--- config.mk ---
export PLATFORM = sky130hd
export DESIGN_NAME = qot_serial_mul
export DESIGN_NICKNAME = d
export VERILOG_FILES = /design/src/sv/qot_pkg.sv /design/src/sv/qot_serial_mul.sv
export SDC_FILE = /design/constraint.sdc
export NUM_CORES = 1
export LEC_CHECK = 0
export BUFFER_PORTS_ARGS = -buffer_cell sky130_fd_sc_hd__clkbuf_2
export CAP_MARGIN = 40
export CORE_AREA = 2 2 259 261
export DETAILED_ROUTE_END_ITERATION = 7
export DIE_AREA = 0 0 261 263
export PLACE_DENSITY_LB_ADDON = 0.2
export RECOVER_POWER = 100
export SYNTH_ARGS = -nofsm -noshare
export SYNTH_HDL_FRONTEND = slang
export SYNTH_SLANG_ARGS = --single-unit
--- constraint.sdc ---
create_clock -name clk -period 7.6 [get_ports clk]
set_input_delay 1.52 -clock clk [delete_from_list [all_inputs] [get_ports clk]]
set_output_delay 1.52 -clock clk [all_outputs]
set_load 0.01 [all_outputs]
--- src/sv/qot_pkg.sv ---
// Package for the quadrature odometry tracker: shared types, constants and tables.
// No dependencies.
`default_nettype none
package qot_pkg;

    localparam int unsigned CordicIterationsDefault = 24;
    localparam logic signed [63:0] PiQ      = 64'sd1686629713;
    localparam logic signed [63:0] TwoPiQ   = 64'sd3373259426;
    localparam logic signed [63:0] HalfPiQ  = 64'sd843314857;
    localparam logic signed [63:0] CordicGain = 64'sd652032874;
    localparam logic [63:0] Sign64 = 64'h8000_0000_0000_0000;

    // register indexes
    localparam logic [2:0] RegRightDpc   = 3'd0;
    localparam logic [2:0] RegLeftDpc    = 3'd1;
    localparam logic [2:0] RegInvWb      = 3'd2;
    localparam logic [2:0] RegSpeedPer   = 3'd3;
    localparam logic [2:0] RegSpeedScale = 3'd4;

    localparam logic OpEdge = 1'b0;
    localparam logic OpTick = 1'b1;

    typedef enum logic [3:0] {
        ST_IDLE, ST_MUL_R, ST_MUL_L, ST_CENTER, ST_MUL_TH, ST_HEAD,
        ST_CORDIC, ST_MUL_X, ST_MUL_Y, ST_MUL_SR, ST_MUL_SL, ST_MUL_ST, ST_OUT
    } state_t;

    // b is a 33-bit signed operand: unsigned 32-bit registers carry a zero sign bit
    typedef struct packed {
        logic        start;
        logic [63:0] a;
        logic [32:0] b;
        logic [5:0]  shift;
    } mul_req_t;

    typedef struct packed {
        logic        done;
        logic [63:0] result;
    } mul_rsp_t;

    function automatic logic signed [63:0] atan_entry(input logic [4:0] i);
        logic signed [63:0] r;
        begin
            case (i)
                5'd0: r = 64'sd421657428;
                5'd1: r = 64'sd248918915;
                5'd2: r = 64'sd131521918;
                5'd3: r = 64'sd66762579;
                5'd4: r = 64'sd33510843;
                5'd5: r = 64'sd16771758;
                5'd6: r = 64'sd8387925;
                5'd7: r = 64'sd4194219;
                5'd8: r = 64'sd2097141;
                5'd9: r = 64'sd1048575;
                5'd30, 5'd31: r = 64'sd0;
                default: r = 64'sd1 <<< (5'd29 - i);
            endcase
            return r;
        end
    endfunction

endpackage
`default_nettype wire

--- src/sv/qot_serial_mul.sv ---
// Bit-serial signed 64x33 multiplier with shift, truncation toward zero and saturation.
// Depends on qot_pkg.
`default_nettype none
module qot_serial_mul
    import qot_pkg::*;
(
    input  wire logic     clk,
    input  wire logic     rst_n,
    input  wire mul_req_t req,
    output mul_rsp_t      rsp
);
    // magnitudes, product accumulates one multiplier bit per cycle
    logic [63:0]  ma_reg;
    logic [31:0]  mb_reg;
    logic [95:0]  acc_reg;
    logic [95:0]  acc_next;
    logic [5:0]   cnt_reg;
    logic         busy_reg;
    logic         neg_reg;
    logic [5:0]   sh_reg;
    logic         done_reg;
    logic [63:0]  res_reg;
    logic [95:0]  shifted;
    logic [63:0]  mag;
    logic         over;
    logic [32:0]  mb_abs;

    // magnitude of the 33-bit signed operand
    always_comb
    begin
        mb_abs = req.b[32] ? (33'd0 - req.b) : req.b;
    end

    always_comb
    begin
        acc_next = acc_reg;
        if (mb_reg[cnt_reg[4:0]])
        begin
            acc_next = acc_reg + ({32'd0, ma_reg} << cnt_reg[4:0]);
        end
    end

    // final scaling and saturation
    always_comb
    begin
        shifted = acc_reg >> sh_reg;
        over = (shifted[95:64] != 32'd0) || (shifted[63:0] > Sign64);
        mag = over ? Sign64 : shifted[63:0];
        if (!neg_reg && mag > (Sign64 - 64'd1))
        begin
            mag = Sign64 - 64'd1;
        end
    end

    always_ff @(posedge clk or negedge rst_n)
    begin
        if (!rst_n)
        begin
            busy_reg <= 1'b0;
            done_reg <= 1'b0;
            cnt_reg  <= '0;
        end
        else
        begin
            done_reg <= 1'b0;
            if (req.start)
            begin
                busy_reg <= 1'b1;
                cnt_reg  <= '0;
            end
            else if (busy_reg)
            begin
                if (cnt_reg == 6'd32)
                begin
                    busy_reg <= 1'b0;
                    done_reg <= 1'b1;
                end
                else
                begin
                    cnt_reg <= cnt_reg + 6'd1;
                end
            end
        end
    end

    always_ff @(posedge clk)
    begin
        if (req.start)
        begin
            ma_reg  <= req.a[63] ? (64'd0 - req.a) : req.a;
            mb_reg  <= mb_abs[31:0];
            neg_reg <= req.a[63] ^ req.b[32];
            sh_reg  <= req.shift;
            acc_reg <= '0;
        end
        else if (busy_reg && cnt_reg != 6'd32)
        begin
            acc_reg <= acc_next;
        end
        else if (busy_reg)
        begin
            res_reg <= neg_reg ? (64'd0 - mag) : mag;
        end
    end

    assign rsp.done   = done_reg;
    assign rsp.result = res_reg;

    a_done_pulse: assert property (@(posedge clk) disable iff (!rst_n)
        done_reg |=> !done_reg) else $error("multiplier done held");
    a_not_both: assert property (@(posedge clk) disable iff (!rst_n)
        done_reg |-> !busy_reg) else $error("done while busy");
    a_cnt_range: assert property (@(posedge clk) disable iff (!rst_n)
        cnt_reg <= 6'd32) else $error("bit counter overrun");
endmodule
`default_nettype wire
==> flow_summary.toml <==
[run_status]
status = "complete, but fails checks"
violations = "capacitance limit, slew limit"

[timing]
max_freq_mhz = 142
slew_headroom_pct = -166
clock_skew_ns = 0.0319
timing.final.ws_setup_ns = 0.570
fin_crit_sh_pct = 92.5
rsz0062_at_grt = "no"
tns_ns = 0
setup_viol_count_final = 0
hold_viol = 0
worst_pin_slew_ns = 3.99
period_needed_ns = 7.03
drv_slew = 170

[critical_path]
reg2reg_slack_ns = 0.57
r2r-start = "sh_reg[3]"
critPathArrivalTime_ns = 7.35
crit_family = "compound AO/OA/AOI/OAI gates"
crit_buf_inv = 4
cp-start-kind = "flop"
critPathKind = "reg2reg"
cp-end-kind = "flop"
rr_endpoint = "res_reg[48]"
path_max_fanout = 86
slowest_stage = "a211oi_1"
crit_chain = "buf_12, buf_4, mux4_2, mux2i_1, mux2i_1, o221a_2, a2111o_1, a2111oi_4, a211oi_1, clkbuf_1, nor2_1, ha_1, inv_1, or4_1, a211oi_1, o21ai_1, o21ai_0, a31oi_1"
critPathMaxStageDelay_ns = 0.82
worstRegToRegCells = 18
crit_required_ns = 7.92

[power]
ir_drop_uv = 173
finalPower_uw = 9370
p_per_area_nw_per_um2 = 269
leakage_uw = 0.0130

[logic_synthesis]
ys_ff_latch = 271
synth_top_area_share_pct = 15.4
synthFlopType = "edfxtp_1"
yosysWarnings = 0
synth-seq-area-share_pct = 21.9
synth_compound_area_share_pct = 21.3
synth_xor_area_share_pct = 4.82
synth_area_leaders = "edfxtp_1 (15%), mux4_2 (13%), mux2i_1 (9.5%), dfxtp_1 (5.9%), mux2_2 (4.5%)"
yosysTopAreaCell = "edfxtp_1"
synth_fa_ha_area_share_pct = 3.91
synth_top_family_by_area = "multiplexers"
synth_edf_count = 167
synth_area_um2 = 32600
ys_types = 111
synth_nets = 3796
synthMuxAreaShare_pct = 27.2
synth-simple-area-share_pct = 16.0
async_reset_ff_share_pct = 2.95
avgSynthCellArea_um2 = 9.07
synth_cells = 3589

[detailed_routing]
top_layer = "met5"
drc = 0
vias_per_cell = 6.92
met2_length_mm = 51.7
wl_met1_mm = 51.0
drt_iter0_markers = 4156
route.met3.wl_mm = 12.0
finalWirelength_mm = 121
wl_per_cell_um = 26.9
drt-pass1-iter-count = 6
vias = 31100
ant_nets = 0

[floorplan]
design.die.area_um2 = 68600
die_y_um = 263
core-area_um2 = 65600
die_w_um = 261
rows = 94
start_util_pct = 49.6
ioPinCount = 171

[grt]
grt_overflow = 0
grt_pass1_wl_mm = 182
grt_max_degree = 115
grtUsageTotal_pct = 34.3
antenna_found_initial = 3
grt_pass1_vias = 28900

[place]
port_buffers = 170
place_hpwl_mm = 91.9
gp_congestion = 1.01
dp_slack_ns = 1.12
placed_cells = 4430

[clock_network]
cts_resized = 0
ctsHtreeMaxLevel = 2
clkTransAtPathRegs_ns = 0.05
hold_buffers = 0
cts_buffers = 35
tritoncts = "yes"
cts.sinks = 271
clock_latency_ns = 0.59
post_cts_buffers = 0
clk_path_buf_depth = 3
clockRootBuffer = "clkbuf_16"

[job]
maxCapViolCount = 2

[cells_and_area]
fillers = 6173
finalNonFillerCells = 4491
largest_register_ffs = 96
fin_nets = 3810
layout.area.seq_um2 = 7150
layout-drive-gt1-share_pct = 16.4
final_util_pct = 53.2
area_delta_synth_final_pct = 7.21
multi_input_area_um2 = 23800

[hold_path]
min_from = "acc_reg[0]"
hold_path_depth = 2
min_to = "acc_reg[0]"
hold_path_class = "reg2reg"
worst register-to-register path, delay by kind of cell (launching register included):
kind / cells / cell delay, ns
flops: 1 / 0.39
fa+ha+maj: 1 / 0.31
buf+inv: 4 / 1.27
compound gates: 8 / 2.83
simple gates: 2 / 0.85
mux: 3 / 1.13
metrics by stage:
step | hold WS [ns] | instance area [um2]
final | 0.551 | 34900
after global routing | 0.584 | 34900
after CTS | 0.553 | 35100
after detailed placement | 0.542 | 33900
after global placement | 0.534 | 33800
after floorplan | 0.484 | 32600
per-layer routing:
layer | track usage, % | vias up
met5 | 0.427 | -
met4 | 14.9 | 6
met3 | 6.64 | 354
met2 | 50.9 | 1823
met1 | 48.4 | 14900
li1 | - | 14000
cell usage in the layout (no fill, tap or decap), drive strengths merged, types with 26 or more instances in the layout:
master  Yosys  final
and3       35     35
o31ai      46     46
mux2i     310    310
nand2b     47     47
mux2      133    133
nand2     277    277
nor3       78     78
and2       35     35
mux4      188    188
nor2      305    305
edfxtp    167    167
or2        26     26
buf       116     65
o21ai     187    187
o211ai     26     26
dfxtp      96     96
xor2       36     36
inv        71     74
or3        32     32
o22ai      67     67
ha        100    100
clkbuf    150    223
a211oi     34     34
a31oi      40     40
a21oi     220    220
a21o       87     87
a22oi      31     31
nand3      52     52
xnor2     143    143
nor2b      26     26
nand4      34     34
cell usage after synthesis, types with 46 or more instances:
cell type  instances
clkbuf_1         150
dfxtp_1           96
a21oi_1          220
nor3_1            73
nand3_1           51
xnor2_1          143
nand2_1          277
nand2b_1          47
ha_1             100
mux2i_1          309
nor2_1           304
o31ai_1           46
o21ai_0          178
edfxtp_1         167
mux4_2           186
mux2_2           131
inv_1             68
o22ai_1           67
a21o_1            87
report_power, final:
| group | switching [uW] | leakage, uW | internal, uW |
|---|---|---|---|
| Clock | 706 | 0.000573 | 1090 |
| Sequential | 582 | 0.00246 | 1820 |
| Combinational | 3020 | 0.0100 | 2160 |
| Total | 4310 | 0.0130 | 5060 |
layout make-up:
type	instances	share of cell area, %
inverters	73	0.785
multi-input cells	2979	68.1
diodes	1	0.00717
clock buffers	45	2.71
well taps	864	3.10
clock inverters	15	0.728
flip-flops and latches	271	20.5
repair buffers	243	4.09
worst max path at each step:
stage	startpoint	endpoint	slack [ns]	depth (start not counted)
global route	req[103]	res_reg[45]	0.32	4
global placement	cnt_reg[0]	acc_reg[87]	1.09	17
detailed placement	sh_reg[3]	res_reg[54]	1.12	20
finish	sh_reg[3]	res_reg[48]	0.57	18
CTS	sh_reg[3]	res_reg[54]	1.12	20
floorplan	req[103]	res_reg[0]	0.43	3
cell families after synthesis:
family	Yosys count
AND/OR/NAND/NOR	1055
AO/OA/AOI/OAI	1013
XOR/XNOR	179
flip-flops	271
adder cells (fa/ha/maj)	101
multiplexers	631
buffers and inverters	339
Power figures use the tool's default switching activity.
